$ cat src/sv/rdv_pkg.sv
// ----------------------------------------------------------------------------
// rdv_pkg
// Shared types and constants for the rendezvous endpoint queue engine.
// ----------------------------------------------------------------------------
package rdv_pkg;

    localparam int NUM_PROCS     = 64;
    localparam int NUM_ENDPOINTS = 16;
    localparam int MSG_BITS      = 64;
    localparam int BADGE_BITS    = 32;

    localparam int PID_W = $clog2(NUM_PROCS);
    localparam int EP_W  = $clog2(NUM_ENDPOINTS);

    typedef logic [PID_W-1:0]      pid_t;
    typedef logic [EP_W-1:0]       ep_t;
    typedef logic [MSG_BITS-1:0]   msg_t;
    typedef logic [BADGE_BITS-1:0] badge_t;

    typedef enum logic [1:0] {
        STATUS_DONE     = 2'd0,
        STATUS_BLOCKED  = 2'd1,
        STATUS_REJECTED = 2'd2
    } status_t;

    typedef enum logic {
        CMD_SEND = 1'b0,
        CMD_RECV = 1'b1
    } cmd_t;

    // queue pointers of one endpoint plus the caller's blocked bit
    typedef struct packed {
        pid_t send_head;
        pid_t send_tail;
        logic send_ne;
        pid_t recv_head;
        pid_t recv_tail;
        logic recv_ne;
        logic caller_blocked;
    } queue_view_t;

    typedef struct packed {
        logic send_we;
        pid_t send_head;
        pid_t send_tail;
        logic send_ne;
        logic recv_we;
        pid_t recv_head;
        pid_t recv_tail;
        logic recv_ne;
        logic blk_set;
        logic blk_clr;
        pid_t clr_pid;
    } queue_upd_t;

    typedef struct packed {
        logic   link_we;
        pid_t   link_addr;
        pid_t   link_data;
        logic   park_we;
        pid_t   park_addr;
        msg_t   msg;
        badge_t badge;
    } slot_wr_t;

    typedef struct packed {
        status_t status;
        pid_t    woken;
        pid_t    target;
        msg_t    msg;
        badge_t  badge;
    } result_t;

endpackage

$ cat src/sv/rdv_queue_regs.sv
// ----------------------------------------------------------------------------
// rdv_queue_regs
// Head/tail pointers and non-empty bits per endpoint, blocked bit per slot.
// ----------------------------------------------------------------------------
module rdv_queue_regs (
    input  logic                 clk,
    input  logic                 rst_n,
    input  rdv_pkg::ep_t         lookup_ep,
    input  rdv_pkg::pid_t        lookup_pid,
    output rdv_pkg::queue_view_t view,
    input  logic                 upd_en,
    input  rdv_pkg::ep_t         upd_ep,
    input  rdv_pkg::pid_t        upd_pid,
    input  rdv_pkg::queue_upd_t  upd
);
    import rdv_pkg::*;

    pid_t send_head_reg [NUM_ENDPOINTS];
    pid_t send_tail_reg [NUM_ENDPOINTS];
    pid_t recv_head_reg [NUM_ENDPOINTS];
    pid_t recv_tail_reg [NUM_ENDPOINTS];
    logic [NUM_ENDPOINTS-1:0] send_ne_reg;
    logic [NUM_ENDPOINTS-1:0] recv_ne_reg;
    logic [NUM_PROCS-1:0]     blocked_reg;

    always_comb
    begin
        view.send_head      = send_head_reg[lookup_ep];
        view.send_tail      = send_tail_reg[lookup_ep];
        view.send_ne        = send_ne_reg[lookup_ep];
        view.recv_head      = recv_head_reg[lookup_ep];
        view.recv_tail      = recv_tail_reg[lookup_ep];
        view.recv_ne        = recv_ne_reg[lookup_ep];
        view.caller_blocked = blocked_reg[lookup_pid];
    end

    always_ff @(posedge clk or negedge rst_n)
    begin
        if (!rst_n)
        begin
            for (int i = 0; i < NUM_ENDPOINTS; i++)
            begin
                send_head_reg[i] <= '0;
                send_tail_reg[i] <= '0;
                recv_head_reg[i] <= '0;
                recv_tail_reg[i] <= '0;
            end
            send_ne_reg <= '0;
            recv_ne_reg <= '0;
            blocked_reg <= '0;
        end
        else if (upd_en)
        begin
            if (upd.send_we)
            begin
                send_head_reg[upd_ep] <= upd.send_head;
                send_tail_reg[upd_ep] <= upd.send_tail;
                send_ne_reg[upd_ep]   <= upd.send_ne;
            end
            if (upd.recv_we)
            begin
                recv_head_reg[upd_ep] <= upd.recv_head;
                recv_tail_reg[upd_ep] <= upd.recv_tail;
                recv_ne_reg[upd_ep]   <= upd.recv_ne;
            end
            if (upd.blk_set)
            begin
                blocked_reg[upd_pid] <= 1'b1;
            end
            if (upd.blk_clr)
            begin
                blocked_reg[upd.clr_pid] <= 1'b0;
            end
        end
    end

endmodule

$ cat config.mk
export PLATFORM = sky130hd
export DESIGN_NAME = rdv_queue_regs
export DESIGN_NICKNAME = d
export VERILOG_FILES = /design/src/sv/rdv_pkg.sv /design/src/sv/rdv_queue_regs.sv
export SDC_FILE = /design/constraint.sdc
export NUM_CORES = 1
export LEC_CHECK = 0
export BUFFER_PORTS_ARGS = -buffer_cell sky130_fd_sc_hd__buf_2
export CAP_MARGIN = 10
export CORE_MARGIN = 4
export CORE_UTILIZATION = 46
export CTS_CLUSTER_DIAMETER = 200
export CTS_CLUSTER_SIZE = 16
export DETAILED_ROUTE_END_ITERATION = 16
export PLACE_DENSITY = 0.7
export REMOVE_ABC_BUFFERS = 1
export SYNTH_ARGS = -nofsm -noshare
export SYNTH_HDL_FRONTEND = slang
export SYNTH_SLANG_ARGS = --single-unit
export TNS_END_PERCENT = 10
$ cat constraint.sdc
create_clock -name clk -period 2.1 [get_ports clk]
set_input_delay 0.105 -clock clk [delete_from_list [all_inputs] [get_ports clk]]
set_output_delay 0.105 -clock clk [all_outputs]
set_load 0.1 [all_outputs]
==> flow_summary.toml <==
[setup_path]
worstReg2RegEnd = "blocked_reg[30]"
ff2ff_setup_slack_ps = 800
cp-end-kind = "output port"
regToRegStartpoint = "blocked_reg[30]"
crit_required_ps = 2000
start_kind = "flop"
path_class = "flop to output port"
crit_fanout = 2
reg2reg_depth = 3
cp.arrival_ps = 2510

[global_route]
grt_start_max_net_pins = 85
grt_usage_pct = 21.10
grt_pass1_vias = 13920
grt_pass1_wl_mm = 83.07
antenna_found_initial = 5
grt_overflow = 0

[status]
status = "complete, but fails checks"
violations = "setup timing"

[detailed_routing]
ant_nets = 0
drt_wl_total_mm = 52.50
viasPerCell = 6.017
wire_per_inst_um = 24.19
drcViolationCount = 0
first_iter_violations = 956
vias = 13060
firstDrtPassIters = 5

[sta]
period_needed_ps = 2614
hold_viol = 0
finClkSkew_ps = 0
fin_crit_sh_pct = 124.5
finalSetupViolations = 27
slew_headroom_pct = 37.65
clock.fmax_mhz = 382.5
slew_viol_final = 0
finalWorstSetupSlack_ps = -514.2
tightest_slew_ps = 928.1
rsz0062_at_grt = "yes"

[clock_network]
cts_tree = "done"
cts.htree.levels = 2
cts_sinks = 480
cts-root-buf = "clkbuf_16"
clock_path_buffers = 3
clkTransAtPathRegs_ps = 70
clk_latency_ps = 550
numCtsBuffers = 35

[floorplan]
die_x_um = 225.7
fp.dieH_um = 225.7
initial_utilization_pct = 46.73
ios = 86
core_um2 = 46650
dieArea_um2 = 50940
rows = 79

[min_path]
min_from = "upd[19]"
min_path_cells = 2
hold_path.class = "primary input to flop"
min_to = "recv_head_reg[64]"

[power]
switching_share_pct = 27.81
fin_total_pwr_mw = 23.29
switchingPower_mw = 6.478
p_int_mw = 16.81
p_comb_share_pct = 22.7
powerDensity_nw_per_um2 = 928.8
p_seq_share_pct = 50.7
clkPwrFrac_pct = 26.6
vdd_drop_max_mv = 0.8361
power_leakage_nw = 11.13

[placed_design]
place_hpwl_mm = 32.34
portBuffers = 85
gp_congestion = 0.8485

[synthesis]
yosysTopAreaCell = "dfrtp_1"
ys_async_sr_fraction_pct = 100.0
ys_top_cells_by_count = "480 x dfrtp_1, 386 x mux2_2, 143 x mux4_2"
yosysSeqAreaShare_pct = 55.10
ys_top_cells_by_area = "dfrtp_1 55%, mux2_2 20%, mux4_2 15%, a21oi_1 2.8%, mux2_1 1.5%"
synth-edff-count = 0
synth_top_cell_area_share_pct = 55.10
ys.flop_type = "dfrtp_1"
syn_inst = 1410
yosys.cell_types.count = 31
synth_area_um2 = 21800
avgSynthCellArea_um2 = 15.46
yosys_warnings = 0
yosysMostFrequentCell = "dfrtp_1"
ys_ff_latch = 480

[cells_and_area]
syn2layout_area_growth_pct = 15.01
final_layout_size_suffix_gt1_share_pct = 48.81
seqCellArea_um2 = 12010
final_util_pct = 53.74
fillers = 3765
multi_input_area_um2 = 9329
final_nets = 1620

[job]
cap_violations = 0
## worst max-delay path by stage
stage,depth (start not counted),end,slack (ps),startpoint
CTS,5,view[0],-530,blocked_reg[19]
global route,5,view[0],-580,blocked_reg[23]
detailed placement,5,view[0],-50,blocked_reg[20]
floorplan,3,recv_head_reg[18],-40,upd_ep[3]
global placement,5,view[0],-20,blocked_reg[5]
finish,5,view[0],-510,blocked_reg[23]
## area by class of cell
class | count | area share (%)
inverter | 2 | 0.02994
sequential | 480 | 47.90
clock buffer | 37 | 3.693
multi-input combinational | 818 | 37.21
tap | 607 | 3.029
antenna | 2 | 0.01996
timing repair buffer | 224 | 8.119
## cells by family after synthesis
| group | synth area share [%] |
|---|---|
| AOI/OAI and AO/OA | 3.203 |
| buffers and inverters | 2.198 |
| DFF | 55.10 |
| muxes | 36.74 |
| and+or+nand+nor | 2.761 |
## critical path, stage by stage (launching register included)
cell and delay [ps]:
dfrtp_1 400, mux4_2 470, mux4_2 470, or2_0 210
a32o_2 240, buf_12 170
## layout by cell type, fill, tap and decap left out, drive strengths merged
cell,Yosys,layout
dfrtp,480,480
mux4,147,147
nor3,9,9
a21oi,122,122
or2,2,2
nor2b,11,11
inv,2,2
diode,0,2
a21boi,1,1
nand4,3,3
nor4,2,2
nand2b,4,4
a22oi,2,2
nand3b,2,2
and3,3,3
nand2,20,20
buf,57,186
nor2,44,44
mux2,416,416
dlygate4sd3,0,38
a31oi,6,6
nand3,10,10
a32o,1,1
clkbuf,53,37
nor3b,6,6
and3b,5,5
a41oi,2,2
## repair_timing
item | 4_1_cts | 5_1_grt
hold buffers | 38 | 0
endpoints found under the hold margin | 592 | 0
endpoints found under the setup margin | 27 | 27
gates resized for setup | 67 | 2
buffers inserted | 0 | 1
## power by group through the flow
stage	clock network [mW]	registers, mW	logic (mW)
6_report	6.19	11.8	5.29
5_1_grt	6.74	12.0	5.67
4_1_cts	6.39	11.8	5.34
3_5_place_dp	0	12.0	5.00
3_3_place_gp	0	11.8	4.85
2_1_floorplan	0	11.7	3.77
## metrics by stage
step | std cells | hold slack (ps) | setup TNS, ps | area, µm² | setup slack, ps
2_1_floorplan | 1300 | -190.6 | -168.8 | 21330 | -39.61
3_3_place_gp | 2092 | 68.57 | -24.25 | 23550 | -24.25
3_5_place_dp | 2092 | 71.16 | -46.67 | 23550 | -46.67
4_1_cts | 2167 | 1.418 | -4746 | 25050 | -528.9
5_1_grt | 2169 | 22.29 | -5575 | 25070 | -580.5
6_report | 2170 | 30.78 | -3811 | 25070 | -514.2
## per-layer routing
metal | GRT usage (%) | wire, µm
met5 | 0 | 56
met4 | 4.347 | 958
met3 | 4.836 | 3342
met2 | 33.33 | 25150
met1 | 30.46 | 22990
Power figures use the tool's default switching activity.
