`src/sv/rdv_pkg.sv`:
```
// ----------------------------------------------------------------------------
// rdv_pkg
// Shared types and constants for the rendezvous endpoint queue engine.
// ----------------------------------------------------------------------------
package rdv_pkg;

    localparam int NUM_PROCS     = 64;
    localparam int NUM_ENDPOINTS = 16;
    localparam int MSG_BITS      = 64;
    localparam int BADGE_BITS    = 32;

    localparam int PID_W = $clog2(NUM_PROCS);
    localparam int EP_W  = $clog2(NUM_ENDPOINTS);

    typedef logic [PID_W-1:0]      pid_t;
    typedef logic [EP_W-1:0]       ep_t;
    typedef logic [MSG_BITS-1:0]   msg_t;
    typedef logic [BADGE_BITS-1:0] badge_t;

    typedef enum logic [1:0] {
        STATUS_DONE     = 2'd0,
        STATUS_BLOCKED  = 2'd1,
        STATUS_REJECTED = 2'd2
    } status_t;

    typedef enum logic {
        CMD_SEND = 1'b0,
        CMD_RECV = 1'b1
    } cmd_t;

    // queue pointers of one endpoint plus the caller's blocked bit
    typedef struct packed {
        pid_t send_head;
        pid_t send_tail;
        logic send_ne;
        pid_t recv_head;
        pid_t recv_tail;
        logic recv_ne;
        logic caller_blocked;
    } queue_view_t;

    typedef struct packed {
        logic send_we;
        pid_t send_head;
        pid_t send_tail;
        logic send_ne;
        logic recv_we;
        pid_t recv_head;
        pid_t recv_tail;
        logic recv_ne;
        logic blk_set;
        logic blk_clr;
        pid_t clr_pid;
    } queue_upd_t;

    typedef struct packed {
        logic   link_we;
        pid_t   link_addr;
        pid_t   link_data;
        logic   park_we;
        pid_t   park_addr;
        msg_t   msg;
        badge_t badge;
    } slot_wr_t;

    typedef struct packed {
        status_t status;
        pid_t    woken;
        pid_t    target;
        msg_t    msg;
        badge_t  badge;
    } result_t;

endpackage

```
`src/sv/rdv_match.sv`:
```
// ----------------------------------------------------------------------------
// rdv_match
// Decides rendezvous, park or reject for one request and forms the updates.
// ----------------------------------------------------------------------------
module rdv_match (
    input  logic                 cmd,
    input  rdv_pkg::pid_t        caller,
    input  rdv_pkg::msg_t        message,
    input  rdv_pkg::badge_t      badge,
    input  rdv_pkg::queue_view_t view,
    input  rdv_pkg::pid_t        link_rd,
    input  rdv_pkg::msg_t        msg_rd,
    input  rdv_pkg::badge_t      badge_rd,
    output rdv_pkg::queue_upd_t  upd,
    output rdv_pkg::slot_wr_t    wr,
    output rdv_pkg::result_t     res
);
    import rdv_pkg::*;

    always_comb
    begin
        upd        = '0;
        wr         = '0;
        res        = '0;
        res.status = STATUS_REJECTED;

        if (view.caller_blocked)
        begin
            res.status = STATUS_REJECTED;
        end
        else if (cmd == CMD_SEND)
        begin
            if (view.recv_ne)
            begin
                // pop the oldest receiver and hand it this message
                upd.recv_we   = 1'b1;
                upd.recv_tail = view.recv_tail;
                if (view.recv_head == view.recv_tail)
                begin
                    upd.recv_head = view.recv_head;
                    upd.recv_ne   = 1'b0;
                end
                else
                begin
                    upd.recv_head = link_rd;
                    upd.recv_ne   = 1'b1;
                end
                upd.blk_clr = 1'b1;
                upd.clr_pid = view.recv_head;
                res.status  = STATUS_DONE;
                res.woken   = view.recv_head;
                res.target  = view.recv_head;
                res.msg     = message;
                res.badge   = badge;
            end
            else
            begin
                wr.park_we    = 1'b1;
                wr.park_addr  = caller;
                wr.msg        = message;
                wr.badge      = badge;
                upd.send_we   = 1'b1;
                upd.send_tail = caller;
                upd.send_ne   = 1'b1;
                if (view.send_ne)
                begin
                    wr.link_we    = 1'b1;
                    wr.link_addr  = view.send_tail;
                    wr.link_data  = caller;
                    upd.send_head = view.send_head;
                end
                else
                begin
                    upd.send_head = caller;
                end
                upd.blk_set = 1'b1;
                res.status  = STATUS_BLOCKED;
            end
        end
        else
        begin
            if (view.send_ne)
            begin
                // pop the oldest sender and deliver its parked message
                upd.send_we   = 1'b1;
                upd.send_tail = view.send_tail;
                if (view.send_head == view.send_tail)
                begin
                    upd.send_head = view.send_head;
                    upd.send_ne   = 1'b0;
                end
                else
                begin
                    upd.send_head = link_rd;
                    upd.send_ne   = 1'b1;
                end
                upd.blk_clr = 1'b1;
                upd.clr_pid = view.send_head;
                res.status  = STATUS_DONE;
                res.woken   = view.send_head;
                res.target  = caller;
                res.msg     = msg_rd;
                res.badge   = badge_rd;
            end
            else
            begin
                upd.recv_we   = 1'b1;
                upd.recv_tail = caller;
                upd.recv_ne   = 1'b1;
                if (view.recv_ne)
                begin
                    wr.link_we    = 1'b1;
                    wr.link_addr  = view.recv_tail;
                    wr.link_data  = caller;
                    upd.recv_head = view.recv_head;
                end
                else
                begin
                    upd.recv_head = caller;
                end
                upd.blk_set = 1'b1;
                res.status  = STATUS_BLOCKED;
            end
        end
    end

endmodule
```
`config.mk`:
```
export PLATFORM = sky130hd
export DESIGN_NAME = rdv_match
export DESIGN_NICKNAME = d
export VERILOG_FILES = /design/src/sv/rdv_pkg.sv /design/src/sv/rdv_match.sv
export SDC_FILE = /design/constraint.sdc
export NUM_CORES = 1
export LEC_CHECK = 0
export ABC_AREA = 1
export BUFFER_PORTS_ARGS = -buffer_cell sky130_fd_sc_hd__clkbuf_2
export CAP_MARGIN = 20
export CORE_AREA = 2 2 193 195
export DETAILED_ROUTE_END_ITERATION = 8
export DIE_AREA = 0 0 195 197
export PLACE_DENSITY_LB_ADDON = 0.15
export SYNTH_ARGS = -nofsm -noshare
export SYNTH_HDL_FRONTEND = slang
export SYNTH_SLANG_ARGS = --single-unit
```
`constraint.sdc`:
```
create_clock -name vclk -period 1.1
set_input_delay 0.055 -clock vclk [all_inputs]
set_output_delay 0.055 -clock vclk [all_outputs]
set_load 0.03 [all_outputs]
```
==> results.json <==
{
  "hpwl_um": 24500,
  "drive_gt1_share_pct": 86.5,
  "drv_cap": 0,
  "track_usage_pct": 16.4,
  "hold_start": "badge_rd[0]",
  "antenna_found_initial": 1,
  "seq_cell_count": 0,
  "hp-class": "input port to output pin",
  "overflow": 0,
  "rsz0062_at_grt": "true",
  "hold_depth": 4,
  "ant_nets": 0,
  "tightestPinTransition_ns": 0.552,
  "final_cell_mix": "231 x clkbuf_2, 104 x buf_4, 98 x buf_6",
  "peakVddDrop_mv": 0.183,
  "end_kind": "output pin",
  "num_rows": 70,
  "first_iter_violations": 165,
  "slew_headroom_pct": 63.0,
  "area_growth_pct": 308,
  "grt_first_pass_wirelength_um": 47700,
  "max_freq_ghz": 0.789,
  "finalSetupViolCount": 161,
  "netlist_area_sq_um": 3200,
  "startpoint_type": "input port",
  "io_buffer_count": 494,
  "ys_seq_area_share_pct": 0,
  "grt_max_degree": 28,
  "status": "complete, but fails checks",
  "wl_um": 37300,
  "syn_avg_cell_area_sq_um": 4.60,
  "fin_crit_sh_pct": 115,
  "yosysWarnings": 0,
  "final_nets": 1538,
  "cp.required_ns": 1.04,
  "grt_pass1_vias": 7684,
  "vias": 7405,
  "syn-instance-count": 696,
  "dieWidth_um": 195,
  "wl_per_cell_um": 21.0,
  "seqCellArea_sq_um": 0,
  "failed_checks": "negative setup slack",
  "drtPass1Iterations": 4,
  "path_class": "input port to output pin",
  "clkbuf_count": 0,
  "core_sq_um": 36300,
  "whs_endpoint": "res[0]",
  "drc": 0,
  "synth_cell_types": 27,
  "crit_fanout": 6,
  "p_per_area_nw_per_um2": 419,
  "num-fill-cells": 3731,
  "leakage_nw": 6.38,
  "place_ws_ns": -0.391,
  "place_congestion": 0.849,
  "hold_viol": 0,
  "die_area_sq_um": 38400,
  "io_pins": 494,
  "fin_crit_ns": 1.27,
  "layout_setup_ws_ns": -0.167,
  "fp.dieH_um": 197,
  "start_util_pct": 8.83,
  "layout_commonest_cell": "clkbuf_2",
  "viasPerCell": 4.18,
  "syn_nets": 928,
  "hold-worst-slack_ns": 0.418,
  "final_max_slew_viol_count": 0,
  "worst-endpoint-arrival_ns": 1.21
}
## through the flow
stage / setup TNS (ns) / area, sq um / power [W] / std cells / util (%)
floorplan: -16.17 / 4140 / 0.00198 / 696 / -
global placement: -37.03 / 7750 / 0.00347 / 1695 / 21.4
detailed placement: -38.10 / 7750 / 0.00345 / 1695 / 21.4
CTS: -24.47 / 10900 / 0.00464 / 1748 / 30.1
global route: -21.42 / 13100 / 0.00574 / 1773 / 36.0
finish: -13.05 / 13100 / 0.00548 / 1773 / 36.0
## cells in the mapped netlist
master | instances | area, sq um
buf_4 | 20 | 150
a21oi_1 | 18 | 90.1
or2_1 | 1 | 6.26
nor2_2 | 2 | 12.5
inv_2 | 5 | 18.8
nor2_1 | 72 | 270
nor3_1 | 52 | 260
o21ai_0 | 49 | 245
buf_2 | 21 | 105
inv_1 | 81 | 304
o22ai_1 | 12 | 75.1
xor2_1 | 2 | 17.5
or2_4 | 1 | 8.76
clkbuf_1 | 19 | 71.3
nand3_4 | 2 | 35.0
nand4_1 | 12 | 75.1
nor3_4 | 1 | 16.3
nand2_2 | 3 | 18.8
o21ai_1 | 61 | 305
nand2_1 | 234 | 878
nand3_1 | 13 | 65.1
buf_6 | 1 | 11.3
a21oi_4 | 2 | 32.5
nor2_8 | 1 | 20.0
nor2_4 | 4 | 45.0
o32ai_1 | 6 | 52.6
nor3_2 | 1 | 10.0
## cell families (layout without fill, tap and decap cells)
family	Yosys count	after routing	synth area share, %
and+or+nand+nor	399	399	53.8
AOI/OAI and AO/OA	148	148	25.0
other	0	1	0
xor gates and xnor gates	2	2	0.547
buffers and inverters	147	755	20.6
## critical path: stages
cell	delay, ns
clkbuf_4	0.15
inv_2	0.04
nand2_1	0.05
nand2_1	0.08
nor3_4	0.26
buf_6	0.15
nand4_1	0.12
nand3_2	0.10
nand2_2	0.07
buf_8	0.13
## area by class of cell
class,count,area (sq um),area share (%)
multi-input cells,549,5180,39.7
inverters,86,377,2.88
well taps,468,586,4.48
diodes,1,2.50,0.0191
repair buffers,669,6920,52.9
## timing repair
item / 4_1_cts / 5_1_grt
cloned: 21 / 17
gates resized for setup: 572 / 721
pin swaps: 45 / 87
endpoints found under the setup margin: 250 / 255
buffers inserted: 34 / 16
hold buffers: 0 / 0
## power breakdown
group	total (W)	switching (W)	internal, W
clock network	0.000000000122	0	0.000000000122
registers	0	0	0
logic	0.00548	0.00306	0.00242
total	0.00548	0.00306	0.00242
## per-layer routing
| layer | global-route usage, % | vias to the layer above | part of all wire (%) |
|---|---|---|---|
| met5 | 0 | - | 0 |
| met4 | 6.25 | 0 | 3.7 |
| met3 | 2.72 | 58 | 6.4 |
| met2 | 30.7 | 374 | 52 |
| met1 | 18.5 | 3496 | 38 |
| li1 | - | 3477 | - |
## how the worst max path moves through the flow
stage / slack, ns / cells past startpoint / start / endpoint
floorplan: -0.27 / 5 / cmd / res[93]
global placement: -0.41 / 7 / view[0] / res[7]
detailed placement: -0.39 / 7 / view[0] / res[7]
CTS: -0.20 / 7 / cmd / wr[74]
global route: -0.22 / 10 / cmd / res[50]
finish: -0.17 / 10 / view[23] / upd[34]
No activity file was read; power rests on OpenSTA's default activity.
